`config.mk`:
```
export PLATFORM = sky130hd
export DESIGN_NAME = edge_pair_page_cache_unit
export DESIGN_NICKNAME = d
export VERILOG_FILES = /design/src/hw/rtl/epc_pkg.sv /design/src/hw/rtl/epc_ram.sv /design/src/hw/rtl/epc_ctrl.sv /design/src/hw/rtl/epc_dp.sv /design/src/hw/rtl/edge_pair_page_cache_unit.sv
export SDC_FILE = /design/constraint.sdc
export NUM_CORES = 1
export LEC_CHECK = 0
export BUFFER_PORTS_ARGS = -buffer_cell sky130_fd_sc_hd__clkbuf_2
export CAP_MARGIN = 20
export CORE_MARGIN = 1.5
export CORE_UTILIZATION = 30
export CTS_BUF_LIST = sky130_fd_sc_hd__clkbuf_4
export DETAILED_ROUTE_END_ITERATION = 10
export GPL_TIMING_DRIVEN = 0
export PLACE_DENSITY = 0.49
export SLEW_MARGIN = 20
export SYNTH_ARGS = -nofsm -noshare
export SYNTH_HDL_FRONTEND = slang
export SYNTH_SLANG_ARGS = --single-unit
```
`constraint.sdc`:
```
create_clock -name clk -period 5 [get_ports clk]
set_input_delay 1.5 -clock clk [delete_from_list [all_inputs] [get_ports clk]]
set_output_delay 1.5 -clock clk [all_outputs]
set_load 0.02 [all_outputs]
```
`src/hw/rtl/epc_pkg.sv`:
```
// Shared types and constants of the edge pair page cache.
package epc_pkg;

	// Cache geometry, fixed by the field widths of the transactions.
	localparam int CACHE_SLOTS = 16;
	localparam int PAGE_BITS   = 16;
	localparam int SLOT_W      = (CACHE_SLOTS > 1) ? $clog2(CACHE_SLOTS) : 1;

	// Request transaction: the two pages touched by one edge access.
	typedef struct packed {
		logic [PAGE_BITS-1:0] src_page;
		logic [PAGE_BITS-1:0] dst_page;
	} req_t;

	// Response transaction: outcome, loads made and running load total.
	typedef struct packed {
		logic [1:0]           outcome;
		logic [1:0]           pages_loaded;
		logic [PAGE_BITS-1:0] first_page;
		logic [SLOT_W-1:0]    first_slot;
		logic [PAGE_BITS-1:0] second_page;
		logic [SLOT_W-1:0]    second_slot;
		logic                 skipped;
		logic [31:0]          total_loads;
	} rsp_t;

	// Outcome codes.
	localparam logic [1:0] OC_BOTH_HIT = 2'd0;
	localparam logic [1:0] OC_SRC_HIT  = 2'd1;
	localparam logic [1:0] OC_DST_HIT  = 2'd2;
	localparam logic [1:0] OC_NO_HIT   = 2'd3;

	localparam int CFG_W = 5;
	localparam logic [CFG_W-1:0] WAYS_RESET = 5'd16;

	typedef enum logic [2:0] {
		ST_IDLE,
		ST_SCAN,
		ST_DRAIN,
		ST_WR1,
		ST_WR2,
		ST_DONE
	} ctl_state_t;

	// Commands from controller to datapath.
	typedef struct packed {
		logic accept;
		logic scan_step;
		logic wr_first;
		logic wr_second;
		logic load_out;
	} dp_cmd_t;

	// Status from datapath to controller.
	typedef struct packed {
		logic scan_last;
		logic need_second;
		logic out_free;
	} dp_sts_t;

endpackage

```
`src/hw/rtl/epc_ram.sv`:
```
// Generic single write port, single read port RAM with registered read.
module epc_ram #(
	parameter int WIDTH = 16,
	parameter int DEPTH = 16
) (
	input  logic                                   clk,
	input  logic                                   we,
	input  logic [(DEPTH > 1 ? $clog2(DEPTH) : 1)-1:0] waddr,
	input  logic [WIDTH-1:0]                       wdata,
	input  logic [(DEPTH > 1 ? $clog2(DEPTH) : 1)-1:0] raddr,
	output logic [WIDTH-1:0]                       rdata
);
	logic [WIDTH-1:0] mem_q [DEPTH];

	always_ff @(posedge clk) begin
		if (we) begin
			mem_q[waddr] <= wdata;
		end
		rdata <= mem_q[raddr];
	end

endmodule

```
`src/hw/rtl/epc_ctrl.sv`:
```
// Controller state machine of the edge pair page cache.
module epc_ctrl (
	input  logic              clk,
	input  logic              arst_n,
	input  logic              req_valid,
	output logic              req_ready,
	input  epc_pkg::dp_sts_t  sts,
	output epc_pkg::dp_cmd_t  cmd
);
	import epc_pkg::*;

	ctl_state_t state_q, state_nx;

	always_ff @(posedge clk or negedge arst_n) begin
		if (!arst_n) begin
			state_q <= ST_IDLE;
		end else begin
			state_q <= state_nx;
		end
	end

	always_comb begin
		state_nx = state_q;
		case (state_q)
			ST_IDLE: begin
				if (req_valid) state_nx = ST_SCAN;
			end
			ST_SCAN: begin
				if (sts.scan_last) state_nx = ST_DRAIN;
			end
			ST_DRAIN: state_nx = ST_WR1;
			ST_WR1: begin
				state_nx = sts.need_second ? ST_WR2 : ST_DONE;
			end
			ST_WR2: state_nx = ST_DONE;
			ST_DONE: begin
				if (sts.out_free) state_nx = ST_IDLE;
			end
			default: state_nx = ST_IDLE;
		endcase
	end

	always_comb begin
		cmd       = '0;
		req_ready = 1'b0;
		case (state_q)
			ST_IDLE: begin
				req_ready  = 1'b1;
				cmd.accept = req_valid;
			end
			ST_SCAN:  cmd.scan_step = 1'b1;
			ST_DRAIN: cmd = '0;
			ST_WR1:   cmd.wr_first = 1'b1;
			ST_WR2:   cmd.wr_second = 1'b1;
			ST_DONE:  cmd.load_out = sts.out_free;
			default:  cmd = '0;
		endcase
	end

endmodule

```
`src/hw/rtl/epc_dp.sv`:
```
// Datapath: tag store, slot scan, FIFO pointer, load counter, response register.
module epc_dp (
	input  logic                          clk,
	input  logic                          arst_n,
	input  epc_pkg::dp_cmd_t              cmd,
	output epc_pkg::dp_sts_t              sts,
	input  epc_pkg::req_t                 req,
	input  logic                          cfg_we,
	input  logic [epc_pkg::CFG_W-1:0]     cfg_wdata,
	output epc_pkg::rsp_t                 rsp,
	output logic                          rsp_valid,
	input  logic                          rsp_ready
);
	import epc_pkg::*;

	localparam int IDX_W = (CACHE_SLOTS > 1) ? $clog2(CACHE_SLOTS) : 1;
	localparam int CNT_W = $clog2(CACHE_SLOTS + 1);

	function automatic logic [IDX_W-1:0] adv(input logic [IDX_W-1:0] p,
			input logic [CNT_W-1:0] w);
		logic [CNT_W:0] nx;
		nx = (CNT_W + 1)'(p) + (CNT_W + 1)'(1);
		return (nx >= (CNT_W + 1)'(w)) ? '0 : IDX_W'(nx);
	endfunction

	// Configuration and persistent state
	logic [CFG_W-1:0]       ways_q;
	logic [CACHE_SLOTS-1:0] slot_vld_q;
	logic [IDX_W-1:0]       fptr_q;
	logic [31:0]            tot_q;

	// Per-transaction work registers
	logic [CNT_W-1:0]       ways_cur_q;
	logic [PAGE_BITS-1:0]   src_q, dst_q;
	logic [IDX_W-1:0]       idx_q;
	logic                   src_hit_q, dst_hit_q, psrc_q, pdst_q;
	rsp_t                   res_q;

	// Scan compare stage
	logic                   cmp_pend_s1;
	logic [IDX_W-1:0]       cmp_idx_s1;
	logic                   cmp_vld_s1;

	logic [CNT_W-1:0]       ways_eff;
	logic [IDX_W-1:0]       ptr_norm;
	logic [PAGE_BITS-1:0]   rd_tag;
	logic                   m_src, m_dst;
	logic                   both_hit, one_hit, skip, load1, need2;
	logic [IDX_W-1:0]       ptr_a;
	logic [PAGE_BITS-1:0]   page1;
	logic                   ram_we;
	logic [IDX_W-1:0]       ram_waddr;
	logic [PAGE_BITS-1:0]   ram_wdata;
	logic [31:0]            tot_inc;

	always_comb begin
		if (ways_q == '0) begin
			ways_eff = CNT_W'(1);
		end else if (32'(ways_q) > 32'(CACHE_SLOTS)) begin
			ways_eff = CNT_W'(CACHE_SLOTS);
		end else begin
			ways_eff = CNT_W'(ways_q);
		end
	end

	assign ptr_norm = (CNT_W'(fptr_q) >= ways_eff) ? '0 : fptr_q;

	assign m_src = cmp_vld_s1 && (rd_tag == src_q);
	assign m_dst = cmp_vld_s1 && (rd_tag == dst_q);

	assign both_hit = src_hit_q && dst_hit_q;
	assign one_hit  = src_hit_q ^ dst_hit_q;
	assign skip     = one_hit && (src_hit_q ? psrc_q : pdst_q);
	assign load1    = !both_hit;
	assign need2    = !src_hit_q && !dst_hit_q && (src_q != dst_q);
	assign ptr_a    = skip ? adv(fptr_q, ways_cur_q) : fptr_q;
	assign page1    = src_hit_q ? dst_q : src_q;
	assign tot_inc  = (tot_q == '1) ? tot_q : tot_q + 32'd1;

	always_comb begin
		ram_we    = 1'b0;
		ram_waddr = ptr_a;
		ram_wdata = page1;
		if (cmd.wr_first) begin
			ram_we = load1;
		end else if (cmd.wr_second) begin
			ram_we    = 1'b1;
			ram_waddr = fptr_q;
			ram_wdata = dst_q;
		end
	end

	epc_ram #(
		.WIDTH(PAGE_BITS),
		.DEPTH(CACHE_SLOTS)
	) u_tag_ram (
		.clk  (clk),
		.we   (ram_we),
		.waddr(ram_waddr),
		.wdata(ram_wdata),
		.raddr(idx_q),
		.rdata(rd_tag)
	);

	always_ff @(posedge clk or negedge arst_n) begin
		if (!arst_n) begin
			ways_q      <= WAYS_RESET;
			slot_vld_q  <= '0;
			fptr_q      <= '0;
			tot_q       <= '0;
			cmp_pend_s1 <= 1'b0;
			rsp_valid   <= 1'b0;
		end else begin
			if (cfg_we) ways_q <= cfg_wdata;
			cmp_pend_s1 <= cmd.scan_step;
			if (cmd.accept) begin
				fptr_q <= ptr_norm;
			end
			if (cmd.wr_first && load1) begin
				slot_vld_q[ptr_a] <= 1'b1;
				fptr_q            <= adv(ptr_a, ways_cur_q);
				tot_q             <= tot_inc;
			end
			if (cmd.wr_second) begin
				slot_vld_q[fptr_q] <= 1'b1;
				fptr_q             <= adv(fptr_q, ways_cur_q);
				tot_q              <= tot_inc;
			end
			if (cmd.load_out) begin
				rsp_valid <= 1'b1;
			end else if (rsp_ready) begin
				rsp_valid <= 1'b0;
			end
		end
	end

	always_ff @(posedge clk) begin
		if (cmd.accept) begin
			ways_cur_q <= ways_eff;
			src_q      <= PAGE_BITS'(req.src_page);
			dst_q      <= PAGE_BITS'(req.dst_page);
			idx_q      <= '0;
			src_hit_q  <= 1'b0;
			dst_hit_q  <= 1'b0;
			psrc_q     <= 1'b0;
			pdst_q     <= 1'b0;
		end
		if (cmd.scan_step) begin
			idx_q      <= idx_q + IDX_W'(1);
			cmp_idx_s1 <= idx_q;
			cmp_vld_s1 <= slot_vld_q[idx_q];
		end
		if (cmp_pend_s1) begin
			src_hit_q <= src_hit_q | m_src;
			dst_hit_q <= dst_hit_q | m_dst;
			if (cmp_idx_s1 == fptr_q) begin
				psrc_q <= m_src;
				pdst_q <= m_dst;
			end
		end
		if (cmd.wr_first) begin
			res_q.outcome      <= both_hit ? OC_BOTH_HIT :
				(src_hit_q ? OC_SRC_HIT : (dst_hit_q ? OC_DST_HIT : OC_NO_HIT));
			res_q.pages_loaded <= load1 ? 2'd1 : 2'd0;
			res_q.first_page   <= load1 ? page1 : '0;
			res_q.first_slot   <= load1 ? ptr_a : '0;
			res_q.second_page  <= '0;
			res_q.second_slot  <= '0;
			res_q.skipped      <= skip;
			res_q.total_loads  <= load1 ? tot_inc : tot_q;
		end
		if (cmd.wr_second) begin
			res_q.pages_loaded <= 2'd2;
			res_q.second_page  <= dst_q;
			res_q.second_slot  <= fptr_q;
			res_q.total_loads  <= tot_inc;
		end
		if (cmd.load_out) begin
			rsp <= res_q;
		end
	end

	assign sts.scan_last   = (CNT_W'(idx_q) + CNT_W'(1)) == ways_cur_q;
	assign sts.need_second = need2;
	assign sts.out_free    = !rsp_valid || rsp_ready;

endmodule

```
`src/hw/rtl/edge_pair_page_cache_unit.sv`:
```
// Top level of the edge pair page cache: controller plus datapath.
//
//  channel   direction  handshake             payload
//  req       in         req_valid/req_ready   src_page, dst_page
//  rsp       out        rsp_valid/rsp_ready   outcome, loads, slots, skipped, total
//  cfg       in         cfg_we                ways_in_use (5 bits)
//
// One request transaction scans the slots in use, whose number is ways, then
// loads one page, or two, or none when both hit: the tag RAM has one read
// port, so the scan compares one slot per cycle against both pages.
// Reset clears the valid bits, FIFO pointer and load total at once; no
// clearing pass is needed. A stalled response holds in its output register
// while the next request is accepted; that request waits in its final cycle
// only if the previous response has still not been taken.
module edge_pair_page_cache_unit (
	input  logic                      clk,
	input  logic                      arst_n,
	input  logic                      req_valid,
	output logic                      req_ready,
	input  epc_pkg::req_t             req,
	output logic                      rsp_valid,
	input  logic                      rsp_ready,
	output epc_pkg::rsp_t             rsp,
	input  logic                      cfg_we,
	input  logic [epc_pkg::CFG_W-1:0] cfg_wdata
);
	import epc_pkg::*;

	dp_cmd_t cmd;
	dp_sts_t sts;

	// Sequence scan, writes and response hand-off.
	epc_ctrl u_ctrl (
		.clk      (clk),
		.arst_n   (arst_n),
		.req_valid(req_valid),
		.req_ready(req_ready),
		.sts      (sts),
		.cmd      (cmd)
	);

	// Hold tags, pointer and totals; compare and load pages.
	epc_dp u_dp (
		.clk      (clk),
		.arst_n   (arst_n),
		.cmd      (cmd),
		.sts      (sts),
		.req      (req),
		.cfg_we   (cfg_we),
		.cfg_wdata(cfg_wdata),
		.rsp      (rsp),
		.rsp_valid(rsp_valid),
		.rsp_ready(rsp_ready)
	);

endmodule

```
=== Word-level counts from Yosys, hierarchy flattened ===
Memory sizes are Yosys's and may differ from the RTL's. A register that Yosys moved wholly into a read port is not among the register bits.
Cells that the tools add are included.

* Bits of input ports: 42
* Bits in writable memories: 256
* Latch bits: 0
* Logic and storage cells: 155
* Memories: 1
* Output and inout port bits: 79
* Flip-flop bits (word level): 266
* Memory bits (read-only): 0

* Mux-type cells: 61
* Equality and inequality tests: 14
* $lt $le $gt $ge: 9
* Add/sub/neg operators: 5
* Reductions and logical operators: 26
* Shift operators: 0
* $mul: 0
* Divide/modulo/power cells: 0
* Bitwise operators: 5

{| class="wikitable"
|+ Memory list
! name !! depth !! width !! read ports !! clocked after memory_dff !! write ports !! line !! RTL
|-
| u_dp.u_tag_ram.mem_q || 16 || 16 || 1 || 1 || 1 || epc_ram.sv:13 || <nowiki>logic [WIDTH-1:0] mem_q [DEPTH];</nowiki>
|}

{| class="wikitable"
|+ Operators by type and width
! cell !! number
|-
| 2-to-1 mux 32 bit || 5
|-
| 2-to-1 mux 16 bit || 5
|-
| 2-to-1 mux 53 bit || 1
|-
| 2-to-1 mux 4 bit || 11
|-
| adder 32 x 1 -> 32 bit, second input constant || 1
|-
| == test 16 bit || 2
|-
| == test 32 bit, second input constant || 1
|-
| OR 16 bit || 2
|-
| 2-to-1 mux 1 bit || 29
|-
| 2-to-1 mux 20 bit || 1
|-
| case mux 3 bit (6 select lines) || 1
|-
| != test 16 bit || 1
|-
| adder 4 x 1 -> 5 bit, second input constant || 3
|-
| < comparator 4 x 5 -> 1 bit, second input constant || 3
|-
| >= comparator 6 x 5 -> 1 bit || 2
|-
| 2-to-1 mux 5 bit || 2
|-
| nonzero test 2 bit || 5
|-
| logical AND 1 bit || 9
|-
| 2-to-1 mux 3 bit || 3
|-
| demux 1 bit (select 4 bit) || 2
|-
| >= comparator 4 x 1 -> 1 bit, second input constant || 2
|-
| == test 3 x 2 -> 1 bit, second input constant || 2
|-
| == test 3 bit, second input constant || 2
|-
| nonzero test 3 bit || 2
|-
| other kinds (18) || 23
|}

=== Longest topological paths before layout ===
Gate-level depths: netlist of the first run.

* Word-level depth: 12
* Depth in mapped cells: 19

=== Cells and area by module ===
From an unflattened synthesis of the first run, not the netlist that was laid out.

* Cell total of the unflattened synthesis: 1316
* Area total of the unflattened synthesis: 21992.3 sq um

{| class="wikitable"
|+ Modules (own cells, without submodules)
! module !! instances !! sequential area each (sq um) !! area an instance (sq um) !! cells each
|-
| epc_dp || 1 || 7563.5 || 11736.3 || 859
|-
| epc_ram || 1 || 8007.7 || 10043.4 || 432
|-
| epc_ctrl || 1 || 75.1 || 212.7 || 25
|}

=== Worst setup path before layout of the first run ===
OpenSTA, ideal clock, no wires.

* Path kind: input-to-reg
* Start point: in rsp_ready
* End point: reg, netlist name u_dp.rsp[0]
* Library setup time: 0.513 ns
* Slack: -0.431 ns
* Data required time: 4.487 ns
* Path buffers: 0
* Cell stages on the path: 3
* Data arrival time: 4.918 ns
* Cells stage by stage: nand2b_1 -> nand2_1 -> nor2_1

{| class="wikitable"
|+ RTL lines
! item !! line !! RTL
|-
| start: declaration || edge_pair_page_cache_unit.sv:22 || <nowiki>input logic rsp_ready,</nowiki>
|}

=== Final worst setup path of the first run ===
* Start point: reg u_dp.fptr_q[0]
* End point: reg u_dp.fptr_q[1]

* Cells in the longest elaborated chain, start to end: 9

{| class="wikitable"
|+ Ends and longest elaborated chain
! item !! line !! RTL
|-
| start: declaration || epc_dp.sv:29 || <nowiki>logic [IDX_W-1:0] fptr_q;</nowiki>
|-
| start signal: assignment || epc_dp.sv:117 || <nowiki>fptr_q <= ptr_norm;</nowiki>
|-
| start signal: assignment || epc_dp.sv:121 || <nowiki>fptr_q <= adv(ptr_a, ways_cur_q);</nowiki>
|-
| start signal: assignment || epc_dp.sv:126 || <nowiki>fptr_q <= adv(fptr_q, ways_cur_q);</nowiki>
|-
| adder 4 x 1 -> 5 bit || epc_dp.sv:22 || <nowiki>nx = (CNT_W + 1)'(p) + (CNT_W + 1)'(1);</nowiki>
|-
| >= comparator 6 x 5 -> 1 bit || epc_dp.sv:23 || <nowiki>return (nx >= (CNT_W + 1)'(w)) ? '0 : IDX_W'(nx);</nowiki>
|-
| 2-to-1 mux 4 bit || epc_dp.sv:23 ||
|-
| 2-to-1 mux 4 bit * || epc_dp.sv:76 || <nowiki>assign ptr_a = skip ? adv(fptr_q, ways_cur_q) : fptr_q;</nowiki>
|-
| via u_dp.ptr_a[0] || epc_dp.sv:49 || <nowiki>logic [IDX_W-1:0] ptr_a;</nowiki>
|-
| adder 4 x 1 -> 5 bit * || epc_dp.sv:22 ||
|-
| >= comparator 6 x 5 -> 1 bit || epc_dp.sv:23 ||
|-
| 2-to-1 mux 4 bit * || epc_dp.sv:23 ||
|-
| 2-to-1 mux 4 bit * || epc_dp.sv:119 || <nowiki>if (cmd.wr_first && load1) begin</nowiki>
|-
| 2-to-1 mux 4 bit * || epc_dp.sv:124 || <nowiki>if (cmd.wr_second) begin</nowiki>
|}

The timed path passes the listed nets; every way through them passes the cells marked *.
A chain may end at the register's enable or synchronous reset.

==> out/results.ini, run 1 <==
[synthesis]
synth_edf_count=456
synth.cell_area_um2=22000
synth_nets=1477
synth_cells=1408
yosys_warnings=0
ys_seq_area_frac=0.710
syn_avg_cell_area_um2=15.7
netlist-cell-type-count=67
ys_ff_latch=538
ys_top_cells_by_area=edfxtp_1 62%, dfrtp_1 6.9%, mux2i_1 3.6%, mux4_2 3.5%, xnor2_1 2.2%
synth_ff_type=edfxtp_1
synth_top_cell_by_area=edfxtp_1
yosysTopAreaCellShare=0.621
synth-async-reset-ratio=0.115

[setup_path]
critPathArrivalTime_ps=5460
rr_worst_depth=17
cp_cell_sequence=inv_1 -> ha_1 -> ha_1 -> o211ai_1 -> o21ai_1 -> a21oi_1 -> a21oi_4 -> inv_1 -> ha_1 -> xnor2_1 -> ha_1 -> a21oi_1 -> o21ai_0 -> a21o_1 -> a2111oi_4 -> a32oi_1 -> a21oi_1
critical-path-slowest-cell=dfrtp_2
critical_path.most_common_cell=ha_1
cp_max_fo=8
cpPeakStageDelay_ps=500
r2r_slack_ps=370
end_kind=register
critPathKind=reg -> reg
start_kind=register
cp.required_ps=5840

[cts]
h-tree-depth=4
cts_root_buf=clkbuf_4
cts_hold_buf=0
cts_tree=done
insertion_delay_ps=930
clk_pin_slew_worst_paths_ps=70
cts-buffers-inserted=143
clock_sinks=538
clockBufferDepth=3
post_cts_buffers=0

[layout]
stdcell_count=2764
fillers=7060
final_util=0.358
seq_area_um2=15600
layout.nets=1762
area_growth_pct=18.4
multiInputGateArea_um2=6140
drive_gt1_frac=0.273

[floorplanning]
die_w_um=274
coreArea_um2=72800
die_y_um=274
start_util=0.303
ios=121
die_area_um2=75100
rows=99

[detailed_routing]
totalWireLength_um=55200
drc=0
first_iter_violations=1009
vias=13100
drtPass1Iterations=5
ant_nets=0
viasPerCell=4.75
wl_per_cell_um=20.0

[outcome]
outcome=finished clean

[global_route]
grt_overflow=0
grt_pass1_vias=13400
antenna_found_initial=2
grt_pass1_wl_um=83200
gr-usage-all-layers=0.149
grt_start_max_net_pins=44

[timing]
hold_violations=0
finalCriticalPeriod_ps=4630
min_period_over_period=0.925
worstMarginPinSlew_ps=1000
setup_viol=0
fin_ws_ps=375
slew_headroom=0.332
max_freq_mhz=216
setup_tns_ps=0
drv_slew=0
skew_ps=59.7

[power]
power_frac_seq=0.437
p_comb_frac=0.304
switching_share=0.351
leakage_nw=9.60
power.density_nw_per_um2=568
power.total_mw=14.8
p_sw_mw=5.21
p_int_mw=9.62
power_frac_clock=0.259
ir_drop_v=0.000251

[placed_design]
port_buffers=120
gp_congestion=0.846
hpwl_um=38600
pre_cts_slack_ps=-1020
placed_cells_incl_taps=2509

[min_path]
holdPathStages=0
hold_path_class=reg -> reg

[flow_run]
cap_violations=0

timing repair:
item,in CTS,in global routing
gates resized for setup,6,3
setup endpoints to repair,4,4
pin swaps,0,0
sequential cells by signal (all words and copies together), names as in the netlist, 3 cells and up:
name and count:
u_dp.slot_vld_q 16, u_dp.tot_q 32, u_dp.fptr_q 4, u_dp.u_tag_ram.rdata 16, u_dp.cmp_idx_s1 4, u_dp.dst_q 16, u_ctrl.state_q 3, u_dp.src_q 16
u_dp.ways_cur_q 5, u_dp.ways_q 5, u_dp.u_tag_ram.mem_q 256, u_dp.idx_q 4, u_dp.res_q 77, u_dp.rsp 77
power by group through the flow:
stage               Combinational (mW)  Clock (mW)  Sequential, mW
floorplan                         2.75           0            6.56
global placement                  4.34           0            6.60
detailed placement                4.50           0            6.58
CTS                               4.52        4.00            6.48
global route                      4.94        4.23            6.55
finish                            4.50        3.85            6.47
per-layer routing:
metal / routed length (µm) / vias to the layer above / global-route usage
met5: 0 / - / 0
met4: 919 / 0 / 0.0503
met3: 3030 / 80 / 0.0378
met2: 26300 / 383 / 0.236
met1: 25000 / 6585 / 0.200
li1: - / 6084 / -
critical path: cells and delay by family, from the launching register on:
kind / cells / cell delay (ps)
compound gates: 10 / 2070
xor+xnor: 1 / 230
fa+ha+maj: 4 / 1220
buf+inv: 2 / 510
flops: 1 / 500
logic make-up (layout without fill, tap and decap cells):
kind of cell    after synthesis  after routing  share of synthesized area
flops                       538            538                      0.710
buf+inv                      84            479                     0.0154
simple gates                305            305                     0.0717
other cells                   0              2                          0
xor+xnor                     92             92                     0.0366
compound gates              217            217                     0.0644
mux                         145            145                     0.0869
fa+ha+maj                    27             27                     0.0153
cells in the mapped netlist, types with 18 or more instances:
cell      instances
a21oi_1          45
a221o_1          18
a22oi_1          20
and3_1           26
clkbuf_1         41
dfrtp_1          61
dfxtp_1          20
edfxtp_1        456
ha_1             27
inv_1            24
mux2_2           31
mux2i_1          80
mux4_2           34
nand2_1          86
nor2_1           77
o21ai_0          72
xnor2_1          55
xor2_1           37
placed cells by master, fill, tap and decap left out, types with 20 or more instances in the layout:
| master | synthesis | routed |
|---|---|---|
| mux4_2 | 34 | 34 |
| clkbuf_2 | 1 | 123 |
| xor2_1 | 37 | 37 |
| dfrtp_1 | 61 | 60 |
| nor2_1 | 77 | 60 |
| xnor2_1 | 55 | 55 |
| ha_1 | 27 | 27 |
| clkbuf_1 | 41 | 38 |
| nand2_1 | 86 | 85 |
| edfxtp_1 | 456 | 456 |
| clkbuf_4 | 0 | 209 |
| inv_1 | 24 | 22 |
| and3_1 | 26 | 26 |
| mux2_2 | 31 | 31 |
| clkinv_1 | 0 | 32 |
| mux2i_1 | 80 | 80 |
| o21ai_0 | 72 | 71 |
| a21oi_1 | 45 | 44 |
| dfxtp_1 | 20 | 20 |
| a22oi_1 | 20 | 20 |
metrics by stage:
step / hold WS, ps / instance area [µm²]
4_1_cts: 385 / 26100
6_report: 392 / 26100
5_1_grt: 400 / 26100
3_3_place_gp: 401 / 23800
2_1_floorplan: 400 / 22000
3_5_place_dp: 405 / 24200
worst paths after layout:
| kind | start | end |
|---|---|---|
| max reg2reg | u_dp.fptr_q[0]$_DFFE_PN0P_ | u_dp.fptr_q[1]$_DFFE_PN0P_ |
| min reg2reg | u_dp.res_q[29]$_DFFE_PP_ | u_dp.rsp[29]$_DFFE_PP_ |
| min in group asynchronous | arst_n | u_dp.tot_q[21]$_DFFE_PN0P_ |
| max in group asynchronous | arst_n | u_dp.slot_vld_q[1]$_DFF_PN0_ |
| max | u_dp.fptr_q[0]$_DFFE_PN0P_ | u_dp.fptr_q[1]$_DFFE_PN0P_ |
| min | u_dp.res_q[29]$_DFFE_PP_ | u_dp.rsp[29]$_DFFE_PP_ |
area by class of cell:
| type | instances | area share |
|---|---|---|
| clock buffers | 208 | 0.0598 |
| flip-flops and latches | 538 | 0.600 |
| well taps | 959 | 0.0460 |
| repair buffers | 142 | 0.0358 |
| clock inverters | 47 | 0.0104 |
| inverters | 24 | 0.00345 |
| plain buffers | 58 | 0.00940 |
| multi-input cells | 786 | 0.235 |
| diodes | 2 | 0.000192 |
No activity file was read; power rests on OpenSTA's default activity.
==> inputs of run 2 (changes only) <==
- CORE_UTILIZATION: 30 -> 60
- CTS_BUF_LIST: sky130_fd_sc_hd__clkbuf_4 -> not set
- PLACE_DENSITY: 0.49 -> 0.83
==> out/results.ini, run 2 (same netlist as run 1, synthesis figures left out) <==
[global_route]
use_met3=0.0423  ; +0.00451
grt_pass1_vias=13100  ; -2.3%
grt_start_max_net_pins=57  ; +30%
antenna_found_initial=0  ; -2
grt_overflow=0  ; unchanged
grt_pass1_wl_um=76900  ; -7.6%
grt_busiest_layer=met2
use_met2=0.441  ; +0.205
gr-usage-all-layers=0.268  ; +0.119
grt_use_met1=0.366  ; +0.166

[setup_path]
rr_worst_depth=18  ; +1
cp-startpoint=u_dp.fptr_q[1]$_DFFE_PN0P_
end_kind=register
cp_num_cells=18  ; +1
r2r_start=u_dp.fptr_q[1]$_DFFE_PN0P_
r2r_end=u_dp.fptr_q[1]$_DFFE_PN0P_
crit_end=u_dp.fptr_q[1]$_DFFE_PN0P_
critical-path-top-delay-family=compound AO/OA/AOI/OAI gates
crit_buf_inv=3  ; +1
start_kind=register
cp_cell_sequence=clkbuf_2 -> inv_1 -> ha_1 -> ha_1 -> o211ai_1 -> o21ai_2 -> a21oi_1 -> a21oi_4 -> inv_1 -> ha_1 -> xnor2_1 -> ha_1 -> a21oi_1 -> o21ai_0 -> a21o_1 -> a2111oi_4 -> a32oi_1 -> a21oi_1
cp.required_ps=5520  ; -320 ps
cpPeakStageDelay_ps=470  ; -30 ps
cp_max_fo=8  ; unchanged
r2r_slack_ps=410  ; +40 ps
critPathArrivalTime_ps=5110  ; -350 ps
critical_path.most_common_cell=ha_1
critPathKind=reg -> reg
critical-path-slowest-cell=a2111oi_4

[layout]
largest_reg_flops=256  ; unchanged
layout.nets=1662  ; -5.7%
final_cell_mix=456 x edfxtp_1, 122 x clkbuf_2, 85 x nand2_1
area_growth_pct=14.4
multiInputGateArea_um2=6150  ; about the same
drive_gt1_frac=0.208  ; -0.0649
top_register=u_dp.u_tag_ram.mem_q
largestRegisters=u_dp.u_tag_ram.mem_q x256, u_dp.res_q x77, u_dp.rsp x77
seq_area_um2=15600  ; unchanged
fillers=2213  ; -69%
n_antenna_cell=0  ; -2
final_common_cell=edfxtp_1

[cts]
cts_root_buf=clkbuf_16
insertion_delay_ps=600  ; -330 ps
cts_tree=done
clk_pin_slew_worst_paths_ps=60  ; about the same
h-tree-depth=2  ; -2
clock_sinks=538  ; unchanged
cts-buffers-inserted=50  ; -65%
clockBufferDepth=3  ; unchanged

[floorplanning]
die_y_um=195  ; -29%
die_w_um=195  ; -29%
coreArea_um2=36300  ; -50%
rows=70  ; -29%
ios=121  ; unchanged
start_util=0.607  ; +0.304
die_area_um2=37900  ; -50%

[power]
p_comb_frac=0.298  ; -0.006
p_int_mw=9.85  ; +2.4%
ir_drop_v=0.000490  ; +95%
power.total_mw=14.8  ; -0.10%
power.density_nw_per_um2=587  ; +3.3%
switching_share=0.335  ; -0.0163
power_frac_clock=0.264  ; +0.005
power_frac_seq=0.438  ; about the same
p_sw_mw=4.96  ; -4.7%
leakage_nw=9.28  ; -3.3%

[timing]
setup_viol=0  ; unchanged
min_period_over_period=0.917  ; -0.00776
max_freq_mhz=218  ; +0.85%
whs_ps=415  ; +22.9 ps
rsz0062_at_grt=false
worstMarginPinSlew_ps=1070  ; +69.8 ps
setup_tns_ps=0  ; unchanged
drv_slew=0  ; unchanged
slew_headroom=0.284  ; -0.0473
finalCriticalPeriod_ps=4590  ; -38.8 ps
hold_violations=0  ; unchanged
skew_ps=18.1  ; -41.6 ps

[outcome]
outcome=finished clean

[detailed_routing]
drc=0  ; unchanged
first_iter_violations=1603  ; +59%
vias=13100  ; +0.038%
ant_nets=0  ; unchanged
drtPass1Iterations=6  ; +1
wl_per_cell_um=23.7  ; +19%
totalWireLength_um=49900  ; -9.5%
viasPerCell=6.25  ; +31%

[placed_design]
port_buffers=120  ; unchanged
hpwl_um=34100  ; -12%
gp_congestion=0.920  ; +8.7%

[min_path]
hold_path_class=reg -> reg

[flow_run]
cap_violations=0  ; unchanged

run 2: layout make-up:
type | count | area share
multi-input cells | 786 | 0.244
plain buffers | 58 | 0.00967
well taps | 468 | 0.0232
clock buffers | 62 | 0.0526
clock inverters | 32 | 0.0145
flip-flops and latches | 538 | 0.620
repair buffers | 135 | 0.0323
inverters | 24 | 0.00372
run 2: power by group through the flow:
stage | clock network (mW) | logic [mW] | registers [mW]
after floorplan | 0 | 2.75 | 6.56
final | 3.90 | 4.42 | 6.49
after global routing | 4.10 | 4.71 | 6.56
after CTS | 3.94 | 4.32 | 6.49
after global placement | 0 | 4.01 | 6.54
after detailed placement | 0 | 4.25 | 6.57
run 2: stage by stage:
| stage | setup slack, ps | instances | util | cell area (µm²) |
|---|---|---|---|---|
| floorplan | 373 | 1408 | - | 22000 |
| global placement | -1010 | 1996 | 0.639 | 23200 |
| detailed placement | -855 | 2008 | 0.646 | 23500 |
| CTS | 153 | 2100 | 0.693 | 25200 |
| global route | 96.8 | 2103 | 0.694 | 25200 |
| finish | 413 | 2103 | 0.694 | 25200 |
run 2: worst min path at each step:
stage | startpoint | end | slack (ps) | cells past startpoint
floorplan | u_dp.res_q[0]$_DFFE_PP_ | u_dp.rsp[0]$_DFFE_PP_ | 400 | 0
global placement | u_dp.res_q[14]$_DFFE_PP_ | u_dp.rsp[14]$_DFFE_PP_ | 400 | 0
detailed placement | u_dp.res_q[23]$_DFFE_PP_ | u_dp.rsp[23]$_DFFE_PP_ | 400 | 0
CTS | u_dp.res_q[54]$_SDFFCE_PP0P_ | u_dp.rsp[54]$_DFFE_PP_ | 420 | 0
global route | u_dp.res_q[54]$_SDFFCE_PP0P_ | u_dp.rsp[54]$_DFFE_PP_ | 420 | 0
finish | u_dp.res_q[57]$_SDFFCE_PP0P_ | u_dp.rsp[57]$_DFFE_PP_ | 420 | 0
run 2: timing repair:
item                       CTS  global route
buffers inserted             0             3
hold buffers                 0             0
setup endpoints to repair    4             4
gates resized for setup      6             4
pin swaps                    0             0
hold endpoints to repair     0             0
run 2: routing by layer:
layer,vias to the layer above,share of wire,wire length (µm)
met5,-,0,0
met4,0,0.032,1580
met3,134,0.075,3740
met2,716,0.49,24500
met1,6519,0.40,20100
li1,5768,-,-
